--- config.mk ---
export PLATFORM = sky130hd
export DESIGN_NAME = ata_taskfile_command_builder
export DESIGN_NICKNAME = d
export VERILOG_FILES = /design/src/atcb_pkg.sv /design/src/atcb_front.sv /design/src/atcb_queue.sv /design/src/atcb_back.sv /design/src/ata_taskfile_command_builder.sv
export SDC_FILE = /design/constraint.sdc
export NUM_CORES = 1
export LEC_CHECK = 0
export ABC_AREA = 1
export BUFFER_PORTS_ARGS = -buffer_cell sky130_fd_sc_hd__buf_2
export CORE_MARGIN = 2
export CORE_UTILIZATION = 38
export DETAILED_ROUTE_END_ITERATION = 10
export GPL_TIMING_DRIVEN = 0
export SLEW_MARGIN = 20
export SYNTH_ARGS = -nofsm -noshare
export SYNTH_HDL_FRONTEND = slang
export SYNTH_SLANG_ARGS = --single-unit
--- constraint.sdc ---
create_clock -name clk -period 20.4 [get_ports clk]
set_clock_uncertainty 0.05 [all_clocks]
set_input_delay 4.08 -clock clk [delete_from_list [all_inputs] [get_ports clk]]
set_output_delay 4.08 -clock clk [all_outputs]
set_load 0.02 [all_outputs]
--- src/atcb_pkg.sv ---
package atcb_pkg;

  // Field widths
  localparam int unsigned ADDR_W  = 32;
  localparam int unsigned SLOT_W  = 2;
  localparam int unsigned NSLOTS  = 4;
  localparam int unsigned CFG_W   = 4;
  localparam int unsigned CFG_IW  = 2;

  // Configuration register indexes
  localparam logic [CFG_IW-1:0] CFG_PRESENT  = 2'd0;
  localparam logic [CFG_IW-1:0] CFG_LBA_CAP  = 2'd1;
  localparam logic [CFG_IW-1:0] CFG_CHANNEL  = 2'd2;
  localparam logic [CFG_IW-1:0] CFG_DRIVE    = 2'd3;

  // Addressing limits and CHS geometry
  localparam logic [ADDR_W-1:0] LBA48_LIMIT = 32'h1000_0000;
  localparam logic [6:0]        CHS_SPT     = 7'd63;

  // Divide by sectors-per-track: remainder by folding 6-bit
  // digits (64 = 1 mod 63), then the exact quotient's low bits by multiplying
  // (lba - remainder) with the inverse of 63 modulo 2^20
  localparam int unsigned       CHS_QW    = 20;
  localparam logic [CHS_QW-1:0] CHS_INV   = 20'hBEFBF;
  localparam int unsigned       DIV_STEPS = 2;
  localparam int unsigned       DIV_CW    = $clog2(DIV_STEPS);

  // Device select bases and commands
  localparam logic [7:0] DEVSEL_LBA  = 8'hE0;
  localparam logic [7:0] DEVSEL_CHS  = 8'hA0;
  localparam logic [7:0] CMD_RD      = 8'h20;
  localparam logic [7:0] CMD_RD_EXT  = 8'h24;
  localparam logic [7:0] CMD_WR      = 8'h30;
  localparam logic [7:0] CMD_WR_EXT  = 8'h34;

  // Task-file register indexes
  localparam logic [3:0] REG_NONE   = 4'd0;
  localparam logic [3:0] REG_COUNT0 = 4'd2;
  localparam logic [3:0] REG_LBA0   = 4'd3;
  localparam logic [3:0] REG_LBA1   = 4'd4;
  localparam logic [3:0] REG_LBA2   = 4'd5;
  localparam logic [3:0] REG_DEVSEL = 4'd6;
  localparam logic [3:0] REG_CMD    = 4'd7;
  localparam logic [3:0] REG_COUNT1 = 4'd8;
  localparam logic [3:0] REG_LBA3   = 4'd9;
  localparam logic [3:0] REG_LBA4   = 4'd10;
  localparam logic [3:0] REG_LBA5   = 4'd11;

  // Queue between front and back
  localparam int unsigned Q_DEPTH = 2;
  localparam int unsigned Q_AW    = $clog2(Q_DEPTH);

  typedef enum logic [1:0] {
    MODE_ABSENT,
    MODE_LBA48,
    MODE_LBA28,
    MODE_CHS
  } mode_t;

  // One classified request, ready for the sequencer
  typedef struct packed {
    mode_t      mode;
    logic       ch;
    logic [7:0] devsel;
    logic [7:0] cnt0;
    logic [7:0] lba0;
    logic [7:0] lba1;
    logic [7:0] lba2;
    logic [7:0] lba3;
    logic [7:0] cmd;
  } rec_t;

  typedef enum logic [1:0] {
    FS_EMPTY,
    FS_DIV,
    FS_READY
  } fstate_t;

  typedef enum logic [3:0] {
    ST_IDLE,
    ST_DEVSEL,
    ST_CNT1,
    ST_LBA3,
    ST_LBA4,
    ST_LBA5,
    ST_CNT0,
    ST_LBA0,
    ST_LBA1,
    ST_LBA2,
    ST_CMD
  } bstate_t;

endpackage

--- src/atcb_front.sv ---
module atcb_front
  import atcb_pkg::*;
(
  input  logic                clk,
  input  logic                rst_n,
  input  logic                start,
  output logic                busy,
  input  logic [SLOT_W-1:0]   in_drive_slot,
  input  logic                in_is_write,
  input  logic [ADDR_W-1:0]   in_block_address,
  input  logic [7:0]          in_sector_count,
  input  logic                cfg_we,
  input  logic [CFG_IW-1:0]   cfg_index,
  input  logic [CFG_W-1:0]    cfg_data,
  input  logic                q_full,
  output logic                q_push,
  output rec_t                q_rec
);

  fstate_t             fst_r, fst_nxt;
  logic [CFG_W-1:0]    present_r, lba_cap_r, chan_map_r, drv_map_r;
  mode_t               mode_r;
  logic                ch_r, drv_r, wr_r;
  logic [7:0]          cnt_r;
  logic [ADDR_W-1:0]   dv_r;
  logic [5:0]          rem_r, rem_nxt;
  logic [CHS_QW-1:0]   quo_r, quo_nxt;
  logic [CHS_QW-1:0]   trk_base;
  logic [8:0]          dig_sum;
  logic [6:0]          dig_fold;
  logic [DIV_CW-1:0]   step_r;
  logic                accept;
  mode_t               mode_in;
  logic                div_done;

  // Configuration registers
  always_ff @(posedge clk) begin
    if (!rst_n) begin
      present_r  <= '0;
      lba_cap_r  <= '0;
      chan_map_r <= '0;
      drv_map_r  <= '0;
    end else if (cfg_we) begin
      unique case (cfg_index)
        CFG_PRESENT: present_r  <= cfg_data;
        CFG_LBA_CAP: lba_cap_r  <= cfg_data;
        CFG_CHANNEL: chan_map_r <= cfg_data;
        CFG_DRIVE:   drv_map_r  <= cfg_data;
      endcase
    end
  end

  // Classify the incoming item
  always_comb begin
    priority if (!present_r[in_drive_slot])       mode_in = MODE_ABSENT;
    else if (in_block_address >= LBA48_LIMIT)     mode_in = MODE_LBA48;
    else if (lba_cap_r[in_drive_slot])            mode_in = MODE_LBA28;
    else                                          mode_in = MODE_CHS;
  end

  // Handshake: a new item may enter in the cycle the held one leaves
  assign q_push   = (fst_r == FS_READY) && !q_full;
  assign busy     = (fst_r != FS_EMPTY) && !q_push;
  assign accept   = start && !busy;
  assign div_done = (fst_r == FS_DIV) && (step_r == DIV_CW'(DIV_STEPS - 1));

  // Remainder by 63: sum the 6-bit digits of the 28-bit address, fold once
  always_comb begin
    dig_sum  = 9'(dv_r[5:0]) + 9'(dv_r[11:6]) + 9'(dv_r[17:12]) + 9'(dv_r[23:18])
             + 9'(dv_r[27:24]);
    dig_fold = 7'(dig_sum[5:0]) + 7'(dig_sum[8:6]);
    rem_nxt  = (dig_fold >= CHS_SPT) ? 6'(dig_fold - CHS_SPT) : dig_fold[5:0];
  end

  // Exact quotient low bits: (lba - rem) times the inverse of 63
  assign trk_base = dv_r[CHS_QW-1:0] - CHS_QW'(rem_r);
  assign quo_nxt  = trk_base * CHS_INV;

  // Front state
  always_comb begin
    fst_nxt = fst_r;
    if (div_done) fst_nxt = FS_READY;
    if (q_push)   fst_nxt = FS_EMPTY;
    if (accept)   fst_nxt = (mode_in == MODE_CHS) ? FS_DIV : FS_READY;
  end

  always_ff @(posedge clk) begin
    if (!rst_n) begin
      fst_r <= FS_EMPTY;
    end else begin
      fst_r <= fst_nxt;
    end
  end

  // Held item and divider datapath; remainder settles first, quotient second
  always_ff @(posedge clk) begin
    if (accept) begin
      mode_r <= mode_in;
      ch_r   <= chan_map_r[in_drive_slot];
      drv_r  <= drv_map_r[in_drive_slot];
      wr_r   <= in_is_write;
      cnt_r  <= in_sector_count;
      dv_r   <= in_block_address;
      rem_r  <= '0;
      step_r <= '0;
    end else if (fst_r == FS_DIV) begin
      rem_r  <= rem_nxt;
      quo_r  <= quo_nxt;
      step_r <= step_r + 1'b1;
    end
  end

  // Build the register bytes for the queue
  always_comb begin
    q_rec      = '0;
    q_rec.mode = mode_r;
    q_rec.ch   = ch_r;
    q_rec.cnt0 = cnt_r;
    q_rec.lba3 = dv_r[31:24];
    q_rec.cmd  = wr_r ? CMD_WR : CMD_RD;
    unique case (mode_r)
      MODE_ABSENT: begin
        q_rec.cmd = '0;
      end
      MODE_LBA48: begin
        q_rec.devsel = DEVSEL_LBA | {3'b000, drv_r, 4'h0};
        q_rec.lba0   = dv_r[7:0];
        q_rec.lba1   = dv_r[15:8];
        q_rec.lba2   = dv_r[23:16];
        q_rec.cmd    = wr_r ? CMD_WR_EXT : CMD_RD_EXT;
      end
      MODE_LBA28: begin
        q_rec.devsel = DEVSEL_LBA | {3'b000, drv_r, dv_r[27:24]};
        q_rec.lba0   = dv_r[7:0];
        q_rec.lba1   = dv_r[15:8];
        q_rec.lba2   = dv_r[23:16];
      end
      MODE_CHS: begin
        // quotient in quo_r: head = q[3:0], cylinder = q[19:4]
        q_rec.devsel = DEVSEL_CHS | {3'b000, drv_r, quo_r[3:0]};
        q_rec.lba0   = {2'b00, rem_r} + 8'd1;
        q_rec.lba1   = quo_r[11:4];
        q_rec.lba2   = quo_r[19:12];
      end
    endcase
  end

  assert property (@(posedge clk) disable iff (!rst_n)
    accept |=> (fst_r == FS_DIV) || (fst_r == FS_READY))
    else $error("front lost an accepted item");

  assert property (@(posedge clk) disable iff (!rst_n)
    (fst_r == FS_DIV) |-> busy)
    else $error("front took an item while dividing");

  assert property (@(posedge clk) disable iff (!rst_n)
    q_push |-> !q_full)
    else $error("push into a full queue");

endmodule

--- src/atcb_queue.sv ---
module atcb_queue
  import atcb_pkg::*;
(
  input  logic clk,
  input  logic rst_n,
  input  logic push,
  input  rec_t push_rec,
  input  logic pop,
  output rec_t head,
  output logic full,
  output logic empty
);

  rec_t              ent_r [Q_DEPTH];
  logic [Q_AW-1:0]   wp_r, rp_r;
  logic [Q_AW:0]     cnt_r;

  assign full  = (cnt_r == (Q_AW+1)'(Q_DEPTH));
  assign empty = (cnt_r == '0);
  assign head  = ent_r[rp_r];

  // Entry storage
  always_ff @(posedge clk) begin
    if (push) ent_r[wp_r] <= push_rec;
  end

  // Pointers and fill count
  always_ff @(posedge clk) begin
    if (!rst_n) begin
      wp_r  <= '0;
      rp_r  <= '0;
      cnt_r <= '0;
    end else begin
      if (push) wp_r <= (wp_r == Q_AW'(Q_DEPTH - 1)) ? '0 : wp_r + 1'b1;
      if (pop)  rp_r <= (rp_r == Q_AW'(Q_DEPTH - 1)) ? '0 : rp_r + 1'b1;
      cnt_r <= cnt_r + (Q_AW+1)'(push) - (Q_AW+1)'(pop);
    end
  end

  assert property (@(posedge clk) disable iff (!rst_n)
    cnt_r <= (Q_AW+1)'(Q_DEPTH))
    else $error("queue count overflow");

  assert property (@(posedge clk) disable iff (!rst_n)
    pop |-> !empty)
    else $error("pop from an empty queue");

  assert property (@(posedge clk) disable iff (!rst_n)
    (push && !pop) |=> !empty)
    else $error("pushed item vanished");

endmodule

--- src/atcb_back.sv ---
module atcb_back
  import atcb_pkg::*;
(
  input  logic       clk,
  input  logic       rst_n,
  input  rec_t       q_head,
  input  logic       q_empty,
  output logic       q_pop,
  output logic       out_valid,
  output logic       out_channel_sel,
  output logic [3:0] out_reg_index,
  output logic [7:0] out_reg_value,
  output logic       out_not_present,
  output logic       out_last
);

  bstate_t    st_r, st_nxt;
  rec_t       cur_r;
  logic       fin;
  logic       absent;
  logic [3:0] idx;
  logic [7:0] val;
  logic       out_valid_r, out_ch_r, out_np_r, out_last_r;
  logic [3:0] out_idx_r;
  logic [7:0] out_val_r;

  assign absent = (cur_r.mode == MODE_ABSENT);
  assign fin    = (st_r == ST_CMD) || ((st_r == ST_DEVSEL) && absent);
  assign q_pop  = ((st_r == ST_IDLE) || fin) && !q_empty;

  // Sequencer: next write and its register/byte
  always_comb begin
    st_nxt = st_r;
    idx    = REG_NONE;
    val    = '0;
    unique case (st_r)
      ST_IDLE: begin
        st_nxt = ST_IDLE;
      end
      ST_DEVSEL: begin
        idx    = REG_DEVSEL;
        val    = cur_r.devsel;
        st_nxt = (cur_r.mode == MODE_LBA48) ? ST_CNT1 : ST_CNT0;
      end
      ST_CNT1: begin idx = REG_COUNT1; val = '0;          st_nxt = ST_LBA3; end
      ST_LBA3: begin idx = REG_LBA3;   val = cur_r.lba3;  st_nxt = ST_LBA4; end
      ST_LBA4: begin idx = REG_LBA4;   val = '0;          st_nxt = ST_LBA5; end
      ST_LBA5: begin idx = REG_LBA5;   val = '0;          st_nxt = ST_CNT0; end
      ST_CNT0: begin idx = REG_COUNT0; val = cur_r.cnt0;  st_nxt = ST_LBA0; end
      ST_LBA0: begin idx = REG_LBA0;   val = cur_r.lba0;  st_nxt = ST_LBA1; end
      ST_LBA1: begin idx = REG_LBA1;   val = cur_r.lba1;  st_nxt = ST_LBA2; end
      ST_LBA2: begin idx = REG_LBA2;   val = cur_r.lba2;  st_nxt = ST_CMD;  end
      ST_CMD:  begin idx = REG_CMD;    val = cur_r.cmd;   st_nxt = ST_IDLE; end
      default: begin st_nxt = ST_IDLE; end
    endcase
    // absent slot: one error result, no writes
    if (absent) begin
      idx = REG_NONE;
      val = '0;
    end
    if (fin)   st_nxt = ST_IDLE;
    if (q_pop) st_nxt = ST_DEVSEL;
  end

  always_ff @(posedge clk) begin
    if (!rst_n) begin
      st_r        <= ST_IDLE;
      out_valid_r <= 1'b0;
    end else begin
      st_r        <= st_nxt;
      out_valid_r <= (st_r != ST_IDLE);
    end
  end

  // Current item and output register
  always_ff @(posedge clk) begin
    if (q_pop) cur_r <= q_head;
    out_ch_r   <= absent ? 1'b0 : cur_r.ch;
    out_idx_r  <= idx;
    out_val_r  <= val;
    out_np_r   <= absent && (st_r != ST_IDLE);
    out_last_r <= fin;
  end

  assign out_valid       = out_valid_r;
  assign out_channel_sel = out_ch_r;
  assign out_reg_index   = out_idx_r;
  assign out_reg_value   = out_val_r;
  assign out_not_present = out_np_r;
  assign out_last        = out_last_r;

  assert property (@(posedge clk) disable iff (!rst_n)
    (st_r == ST_CMD) |=> out_valid_r && out_last_r)
    else $error("command write not marked last");

  assert property (@(posedge clk) disable iff (!rst_n)
    (st_r == ST_IDLE) |=> !out_valid_r)
    else $error("result strobe while idle");

  assert property (@(posedge clk) disable iff (!rst_n)
    (out_valid_r && out_np_r) |-> out_last_r)
    else $error("error result not final");

endmodule

--- src/ata_taskfile_command_builder.sv ---
// Channel  Handshake            Ports
// -------  -------------------  ----------------------------------------------
// input    start & !busy        in_drive_slot in_is_write in_block_address
//                               in_sector_count
// result   out_valid, 1 cycle   out_channel_sel out_reg_index out_reg_value
//                               out_not_present out_last
// config   cfg_we               cfg_index cfg_data
//
// An item yields 1 result (absent slot), 6 (LBA28/CHS) or 10 (LBA48), one per
// cycle from the back sequencer, which sets the pace of a stream of items.
// CHS items pass the front divide-by-63 unit (digit-fold remainder, then
// inverse multiply) before the queue and the back sequencer.
// A two-entry queue separates front and back; busy is high while the divider
// runs or while a held item waits on a full queue. Reset (rst_n low,
// synchronous) clears config, queue and states; the receiver cannot stall.
module ata_taskfile_command_builder
  import atcb_pkg::*;
(
  input  logic                clk,
  input  logic                rst_n,
  input  logic                start,
  output logic                busy,
  input  logic [SLOT_W-1:0]   in_drive_slot,
  input  logic                in_is_write,
  input  logic [ADDR_W-1:0]   in_block_address,
  input  logic [7:0]          in_sector_count,
  input  logic                cfg_we,
  input  logic [CFG_IW-1:0]   cfg_index,
  input  logic [CFG_W-1:0]    cfg_data,
  output logic                out_valid,
  output logic                out_channel_sel,
  output logic [3:0]          out_reg_index,
  output logic [7:0]          out_reg_value,
  output logic                out_not_present,
  output logic                out_last
);

  rec_t push_rec, head_rec;
  logic q_push, q_pop, q_full, q_empty;

  // Accept and classify
  atcb_front u_front (
    .clk              (clk),
    .rst_n            (rst_n),
    .start            (start),
    .busy             (busy),
    .in_drive_slot    (in_drive_slot),
    .in_is_write      (in_is_write),
    .in_block_address (in_block_address),
    .in_sector_count  (in_sector_count),
    .cfg_we           (cfg_we),
    .cfg_index        (cfg_index),
    .cfg_data         (cfg_data),
    .q_full           (q_full),
    .q_push           (q_push),
    .q_rec            (push_rec)
  );

  // Item queue
  atcb_queue u_queue (
    .clk      (clk),
    .rst_n    (rst_n),
    .push     (q_push),
    .push_rec (push_rec),
    .pop      (q_pop),
    .head     (head_rec),
    .full     (q_full),
    .empty    (q_empty)
  );

  // Register-write sequencer
  atcb_back u_back (
    .clk             (clk),
    .rst_n           (rst_n),
    .q_head          (head_rec),
    .q_empty         (q_empty),
    .q_pop           (q_pop),
    .out_valid       (out_valid),
    .out_channel_sel (out_channel_sel),
    .out_reg_index   (out_reg_index),
    .out_reg_value   (out_reg_value),
    .out_not_present (out_not_present),
    .out_last        (out_last)
  );

endmodule
==> results of run 1 <==
==> cells in the final DEF, fill, tap and decap left out, types with 3 or more instances in the layout <==
cell type   instances
nand3_1            50
nand2_1           397
edfxtp_1          221
o21bai_1            6
fa_1              118
nor2_1             90
clkbuf_16          27
buf_12              5
dfxtp_1            49
a211oi_1            4
a21o_1              3
clkinvlp_4          3
buf_2              68
xnor2_1            11
clkinv_2            4
nor2_2              8
nand2_2             9
nor2_4              3
o21ai_0            35
clkinv_1           10
o21ai_1             6
a32o_1              3
a22o_1              4
clkbuf_1           28
a31oi_1             5
inv_1             317
xor2_1             30
a41oi_1             6
nor3_1              5
inv_2               6
o31ai_1             4
nand4_1             5
a21oi_1            82
a221oi_1            4
ha_1              105
nand3b_1            4
==> critical path: cells and delay by family (launching register included) <==
| family | cells | cell delay [ps] |
|---|---|---|
| adders and majority gates | 10 | 4710 |
| and+or+nand+nor | 8 | 880 |
| buffers and inverters | 8 | 790 |
| xor gates and xnor gates | 1 | 780 |
| AOI/OAI and AO/OA | 1 | 510 |
| DFF | 1 | 430 |
==> synth_stat cells (all sizes together), types with 3 or more instances <==
cell type and n:
a32o 3, a31oi 5, edfxtp 221, inv 324
xor2 32, ha 105, nand4 6, a221oi 4
nand2 407, o31ai 4, dfxtp 49, clkbuf 23
o21bai 6, nand3b 4, a21oi 84, o21ai 41
a211oi 4, nor2 101, a21o 3, nor3 6
fa 118, nand3 52, xnor2 12, a22o 4
a41oi 6
==> metal layers <==
metal | up-vias | global-route usage, % | part of all wire, % | wire length (um)
li1 | 5474 | - | - | -
met1 | 5380 | 25.9 | 48 | 18400
met2 | 228 | 28.4 | 45 | 17500
met3 | 65 | 2.03 | 4.2 | 1650
met4 | 0 | 4.88 | 2.9 | 1100
met5 | - | 0 | 0 | 0
==> area by class of cell <==
class                   count  share of cell area [%]
inverters                 326                    6.64
repair buffers             73                    2.38
clock buffers              32                    3.76
clock inverters            18                   0.826
multi-input cells        1024                    40.7
flip-flops and latches    270                    41.2
plain buffers              24                   0.488
well taps                 585                    3.96
==> path summary, 6_finish.rpt <==
| path | from | to | slack, ps | depth (start not counted) |
|---|---|---|---|---|
| worst max-delay path | u_front.dv_r[0] | u_front.quo_r[19] | 11980 | 28 |
| worst min-delay path | u_front.drv_map_r[2] | u_front.drv_map_r[2] | 400 | 2 |
| worst max register to register | u_front.dv_r[0] | u_front.quo_r[19] | 11980 | 28 |
| worst min register to register | u_front.drv_map_r[2] | u_front.drv_map_r[2] | 400 | 2 |
==> stage by stage <==
step / area, um^2 / hold WS [ps]
finish: 18500 / 396
global route: 18500 / 416
CTS: 18500 / 398
detailed placement: 17600 / 381
global placement: 17500 / 381
floorplan: 16400 / 371
==> kinds of logic after synthesis <==
| group | count (synthesis) | synth area share, % |
|---|---|---|
| DFF | 270 | 46.4 |
| adders and majority gates | 223 | 22.4 |
| and+or+nand+nor | 583 | 14.6 |
| xor gates and xnor gates | 44 | 2.39 |
| AOI/OAI and AO/OA | 174 | 6.25 |
| buffers and inverters | 350 | 8.00 |
==> flip-flops by register name (all words and copies together) (netlist names), 2 cells and up <==
| name | flops |
|---|---|
| u_queue.cnt_r | 2 |
| u_front.fst_r | 2 |
| u_front.present_r | 4 |
| u_front.lba_cap_r | 4 |
| u_back.cur_r | 52 |
| u_front.quo_r | 20 |
| u_front.cnt_r | 8 |
| u_front.dv_r | 32 |
| u_front.mode_r | 2 |
| u_front.drv_map_r | 4 |
| u_back.st_r | 4 |
| u_queue.ent_r | 104 |
| u_front.rem_r | 6 |
| u_back.out_reg_value | 8 |
| u_back.out_reg_index | 4 |
| u_front.chan_map_r | 4 |
==> summary.md, run 1 <==
| Metric | Value |
|---|---|
| Tmin final | `8420 ps` |
| Initial antenna violation count | `0` |
| Syn_nets | `1,920` |
| Req. time, crit path | `20,660 ps` |
| DR vias | `11,147` |
| CTS tree | `built` |
| Placed cell count | `2,302` |
| CTS buffer count | `27` |
| Post-synth top area share | `40.4%` |
| Vias/cell | `4.74` |
| Worst Path Arrival | `8680 ps` |
| # fillers | `4,129` |
| Post-CTS sizing | `0` |
| Ys async rst share | `0%` |
| Area taken by flip-flops and latches | `0.00762 mm^2` |
| HPWL Detailed | `30,700 um` |
| CTS sink cnt | `270` |
| Post-synth EDFFs | `221` |
| GR Util All Layers | `17.9%` |
| Vias in the first global route | `11,041` |
| Remaining DRCs | `0` |
| Post-CTS Setup Bufs | `0` |
| Final nets | `2,022` |
| Slew @ Worst Pin | `1120 ps` |
| Starting Density | `38.3%` |
| Mapped cell area | `0.0164 mm^2` |
| First-pass GRT wire length | `61,200 um` |
| CTS H-tree depth | `1` |
| Largest net degree at the start of global routing | `51` |
| # IOs | `70` |
| Die X | `212 um` |
| RePlAce Congestion | `0.895` |
| Setup crit end kind | `flop` |
| RSZ-0062 raised after global routing | `no` |
| Relative slew slack | `25.2%` |
| Port Buffers | `68` |
| Cell taking the most area after synthesis | `edfxtp_1` |
| Core footprint | `0.0429 mm^2` |
| Final period util | `41.3%` |
| Status | `completed` |
| WL/cell | `16.5 um` |
| Pre-CTS setup slack | `11,980 ps` |
| Hold Fails Final Rpt | `0` |
| Post-CTS Hold Buffers | `0` |
| Startpoint Class | `flop` |
| Max Cap Violations | `0` |
| PnR worst setup slack | `11,980 ps` |
| Syn Area/Cell | `9.99 um^2` |
| Peak Freq | `0.119 GHz` |
| Top post-synthesis cells by area | `edfxtp_1 (40%), fa_1 (14%), nand2_1 (9.1%)` |
| Register area share after synthesis | `46.4%` |
| Sum Neg Setup Slack | `0 ps` |
| Post-Route Utilization | `43.1%` |
| Critical path class | `flop to flop` |
| Final setup vio count | `0` |
| Area grow syn2layout | `12.5%` |
| Reg clk slew, reported paths | `60 ps` |
| Drt initial violations | `798` |
| Rows | `76` |
| Clk_lat worst skew | `560 ps` |
| DRT Pass-1 Iters | `5` |
| Slowest stage delay, CP | `780 ps` |
| Gr ovfl total | `0` |
| Post-synth cell types | `53` |
| Die Area | `0.0449 mm^2` |
| CP max stage cell | `xor2_1` |
| Ys Warns | `0` |
| CTS max path bufs | `3` |
| Multi-input gate area | `0.00752 mm^2` |
| ANT cells | `0` |
| Total Routed Length | `38,700 um` |
| Layout Cells excl Fill | `2,352` |
| Cell count after synthesis | `1,644` |
| Most used DFF post-synth | `edfxtp_1` |
| Seq cells post-synth | `270` |
| HP Class | `flop to flop` |
| Die height | `212 um` |
| Fraction of layout cells with a size suffix above 1 | `8.49%` |
| Max Slew Vio Count | `0` |
| ANT nets after route | `0` |
| Worst Path Max Fanout | `4` |
| CTS Root Cell | `clkbuf_16` |
Power of run 1 is not shown: default switching activity piles up to over one toggle a cycle in this logic, so the estimate is an artifact.
==> run 2, diff against run 1 <==
Clock period 20.4 ns to 8.47 ns, I/O delays scaled along.
==> run 2 against run 1 <==
Effect of this change: register-to-register slack lost 12000 ps; worst hold slack is essentially flat; global-route usage is essentially flat; wire length grew 0.11%; critical path type unchanged; largest cell class unchanged.
==> summary.md, run 2 (synthesis gave the netlist of run 1 again) <==
| Metric | Value |
|---|---|
| Status | `completed` |
| CTS tree | `built` |
| WL/cell | `16.5 um` |
| Die height | `212 um` |
| Worst Path Max Fanout | `4` |
| Post-CTS Hold Buffers | `0` |
| GR Util All Layers | `17.9%` |
| Req. time, crit path | `8730 ps` |
| Vias in the first global route | `11,041` |
| Max Cap Violations | `0` |
| Final setup vio count | `0` |
| ANT nets after route | `0` |
| Largest Register | `u_queue.ent_r` |
| Core footprint | `0.0429 mm^2` |
| Fraction of layout cells with a size suffix above 1 | `8.83%` |
| Reg clk slew, reported paths | `60 ps` |
| Peak Freq | `0.124 GHz` |
| Final cell area excluding filler cells | `0.0185 mm^2` |
| Rows | `76` |
| Clk_lat worst skew | `560 ps` |
| CTS max path bufs | `3` |
| Initial antenna violation count | `0` |
| Remaining DRCs | `0` |
| Final nets | `2,022` |
| Setup crit end kind | `flop` |
| First-pass GRT wire length | `61,200 um` |
| Family with the most delay on the worst path | `adder cells` |
| DRT Pass-1 Iters | `6` |
| RePlAce Congestion | `0.895` |
| Worst Path Arrival | `8340 ps` |
| Gr ovfl total | `0` |
| Placed Area | `0.0176 mm^2` |
| Final period util | `95.5%` |
| Hold Fails Final Rpt | `0` |
| CTS sink cnt | `270` |
| Slowest stage delay, CP | `570 ps` |
| CP max stage cell | `fa_1` |
| CTS H-tree depth | `1` |
| WP buf/inv | `8` |
| # fillers | `4,125` |
| Die X | `212 um` |
| CTS Root Cell | `clkbuf_16` |
| Critical path class | `flop to flop` |
| Post-Route Utilization | `43.2%` |
| DR vias | `11,209` |
| HPWL Detailed | `30,700 um` |
| Port Buffers | `68` |
| Largest register FFs | `104` |
| Max Slew Vio Count | `0` |
| Sum Neg Setup Slack | `0 ps` |
| Starting Density | `38.3%` |
| Total Routed Length | `38,800 um` |
| Die Area | `0.0449 mm^2` |
| Most frequent cells in the layout | `nand2_1 (397), inv_1 (317), edfxtp_1 (221), fa_1 (118), ha_1 (105)` |
| RSZ-0062 raised after global routing | `no` |
| R2r setup slk | `380 ps` |
| Multi-input gate area | `0.00757 mm^2` |
| Area grow syn2layout | `12.8%` |
| Startpoint Class | `flop` |
| Regs by FF count | `u_queue.ent_r: 104 flops, u_back.cur_r: 52 flops, u_front.dv_r: 32 flops` |
| # IOs | `70` |
| CTS buffer count | `27` |
| Drt initial violations | `703` |
| ANT cells | `0` |
| Relative slew slack | `26.2%` |
| Most common cell after layout, fill and taps aside | `nand2_1` |
| Slew @ Worst Pin | `1100 ps` |
| Area taken by flip-flops and latches | `0.00762 mm^2` |
| Post-CTS Setup Bufs | `0` |
| HP Class | `flop to flop` |
| Vias/cell | `4.77` |
| Largest net degree at the start of global routing | `51` |
| Tmin final | `8090 ps` |
## run 2: changes by cell type in the layout (fill, tap and decap cells not counted)
cell and delta:
xor2_2 +3, nor4_2 +1, nor2_1 -1, xor2_1 -4, xor2_4 +1, nor4_1 -1, nor2_2 +1
## run 2: final timing paths
kind	from	end	depth (start not counted)
worst min register to register	u_front.drv_map_r[2]	u_front.drv_map_r[2]	2
worst min-delay path	u_front.drv_map_r[2]	u_front.drv_map_r[2]	2
worst max register to register	u_front.dv_r[0]	u_front.quo_r[19]	28
worst max-delay path	u_front.dv_r[0]	u_front.quo_r[19]	28
## run 2: per-layer routing
| layer | GRT usage, % | part of all wire [%] | vias up |
|---|---|---|---|
| li1 | - | - | 5468 |
| met1 | 25.9 | 47 | 5410 |
| met2 | 28.4 | 45 | 271 |
| met3 | 2.03 | 4.8 | 60 |
| met4 | 4.88 | 2.8 | 0 |
| met5 | 0 | 0 | - |
## run 2: cell type report
type | count | share of cell area [%]
Tap cell | 585 | 3.95
Inverter | 326 | 6.62
Buffer | 24 | 0.486
Timing Repair Buffer | 73 | 2.38
Sequential cell | 270 | 41.1
Clock inverter | 18 | 0.824
Clock buffer | 32 | 3.75
Multi-Input combinational cell | 1024 | 40.9
## run 2: timing repair
item,CTS,global route
resized for setup,1,6
setup endpoints to repair,1,4
gates cloned,0,0
pin swaps,0,0
## run 2: tightest hold or removal path: cells and delay by family (launching register included)
| family | cells | cell delay, ps |
|---|---|---|
| buf+inv | 1 | 50 |
| compound gates | 1 | 50 |
| flops | 1 | 310 |
## run 2: stage by stage
step	worst slack [ps]	std cells	hold WS, ps
2_1_floorplan	1200	1644	371
3_3_place_gp	50.7	2297	381
3_5_place_dp	51.2	2302	381
4_1_cts	64.7	2352	398
5_1_grt	14.3	2352	416
6_report	385	2352	396
Power of run 2 is left out for the same reason.
==> run 3, diff against run 2 <==
Settings changed: PLACE_DENSITY from default to 0.63.
==> run 3 against run 2 <==
Effect of this change: maximum frequency grew 1.1%; critical endpoint unchanged; critical path depth shrank 1; first-iteration DRC count grew 20%; non-clock buffer count shrank 1; register-to-register slack gained 80 ps; clock-buffer cell count grew 5; largest cell class unchanged.
==> summary.md, run 3 (synthesis gave the netlist of run 1 again) <==
| Metric | Value |
|---|---|
| Status | `completed` |
| Req. time, crit path | `8730 ps` |
| CTS Root Cell | `clkbuf_16` |
| Largest register FFs | `104` |
| Remaining DRCs | `0` |
| Critical path class | `flop to flop` |
| Min-delay src | `u_front.dv_r[28]` |
| Largest net degree at the start of global routing | `54` |
| Largest Register | `u_queue.ent_r` |
| ANT cells | `0` |
| Most common cell after layout, fill and taps aside | `nand2_1` |
| GR Util All Layers | `17.7%` |
| Die height | `212 um` |
| Worst Hold Path Cells | `0` |
| Die X | `212 um` |
| Worst Path Arrival | `8260 ps` |
| Final nets | `2,024` |
| Startpoint Class | `flop` |
| CTS buffer count | `30` |
| R2R depth | `27` |
| Final setup vio count | `0` |
| Max Cap Violations | `0` |
| Port Buffers | `68` |
| Post-CTS sizing | `0` |
| HPWL Detailed | `30,800 um` |
| Total Routed Length | `38,800 um` |
| Worst Hold Slack | `397 ps` |
| CTS max path bufs | `3` |
| WL/cell | `16.5 um` |
| Core footprint | `0.0429 mm^2` |
| Tmin final | `8000 ps` |
| Area grow syn2layout | `14.0%` |
| Regs by FF count | `u_queue.ent_r: 104 flops, u_back.cur_r: 52 flops, u_front.dv_r: 32 flops` |
| Reg clk slew, reported paths | `60 ps` |
| Relative slew slack | `33.2%` |
| Final period util | `94.5%` |
| HP Class | `flop to flop` |
| Most frequent cells in the layout | `nand2_1 (397), inv_1 (317), edfxtp_1 (221), fa_1 (118), ha_1 (105)` |
| Vias/cell | `4.78` |
| Hold Fails Final Rpt | `0` |
| Drt initial violations | `845` |
| Setup crit end kind | `flop` |
| Post-CTS Setup Bufs | `0` |
| Pre-CTS setup slack | `222 ps` |
| Reg2reg end | `u_front.quo_r[19]` |
| Clk_lat worst skew | `570 ps` |
| Worst Path Max Fanout | `6` |
| Initial antenna violation count | `0` |
| Fraction of layout cells with a size suffix above 1 | `9.42%` |
| RSZ-0062 raised after global routing | `no` |
| ANT nets after route | `0` |
| Max Slew Vio Count | `0` |
| DR vias | `11,255` |
| CTS H-tree depth | `1` |
| Post-CTS Hold Buffers | `0` |
| Die Area | `0.0449 mm^2` |
| PnR worst setup slack | `469 ps` |
| Vias in the first global route | `11,345` |
| Hold Path End | `u_queue.ent_r[0][12]` |
| Post-Route Utilization | `43.7%` |
| CTS sink cnt | `270` |
| Gr ovfl total | `0` |
| # IOs | `70` |
| DRT Pass-1 Iters | `7` |
| Peak Freq | `0.125 GHz` |
| Starting Density | `38.3%` |
| R2r setup slk | `470 ps` |
| First-pass GRT wire length | `61,000 um` |
| RePlAce Congestion | `0.889` |
| R2R Path Start | `u_front.dv_r[4]` |
| Slew @ Worst Pin | `999 ps` |
| Rows | `76` |
| CTS tree | `built` |
| Sum Neg Setup Slack | `0 ps` |
[run 3: final cells by class]
cell class                 count  area (um^2)
buffer                        24         90.1
inverter                     326         1230
multi-input combinational   1024         7540
clock buffer                  37          828
timing repair buffer          72          450
fill                        4034        24200
clock inverter                19          230
sequential                   270         7620
tap                          585          732
[run 3: through the flow]
stage	cells	instance area, um^2
2_1_floorplan	1644	16400
6_report	2357	18700
3_5_place_dp	2301	17600
5_1_grt	2357	18700
4_1_cts	2357	18700
3_3_place_gp	2297	17500
[run 3: worst max path at each step]
stage | startpoint | to | depth (start not counted)
floorplan | u_front.dv_r[4] | u_front.quo_r[19] | 25
global placement | u_front.dv_r[4] | u_front.quo_r[19] | 25
detailed placement | u_front.dv_r[4] | u_front.quo_r[19] | 27
CTS | u_front.dv_r[4] | u_front.quo_r[19] | 27
global route | u_front.dv_r[0] | u_front.quo_r[19] | 31
finish | u_front.dv_r[4] | u_front.quo_r[19] | 27
[run 3: worst max-delay path, stage by stage (launching register included)]
cell	delay [ps]
edfxtp_1	480
ha_1	390
a21oi_1	280
nand3_1	170
nand2_1	140
nand2_1	130
xor2_2	490
inv_1	130
fa_1	590
inv_1	90
fa_1	550
inv_1	60
fa_1	500
inv_1	50
fa_1	480
fa_1	530
fa_1	550
inv_1	50
fa_1	560
inv_1	50
ha_1	290
inv_1	70
nor3_1	330
nand2_1	90
o311ai_0	400
inv_1	90
nand3_1	90
nand2_1	60
[run 3: per-layer routing]
metal	up-vias	routed length [um]	track usage, %	share of wire [%]
met4	0	1070	4.98	2.8
met5	-	0	0	0
met2	295	18500	30.4	48
li1	5470	-	-	-
met1	5426	17500	23.4	45
met3	64	1760	2.21	4.5
Power of run 3 is left out for the same reason.
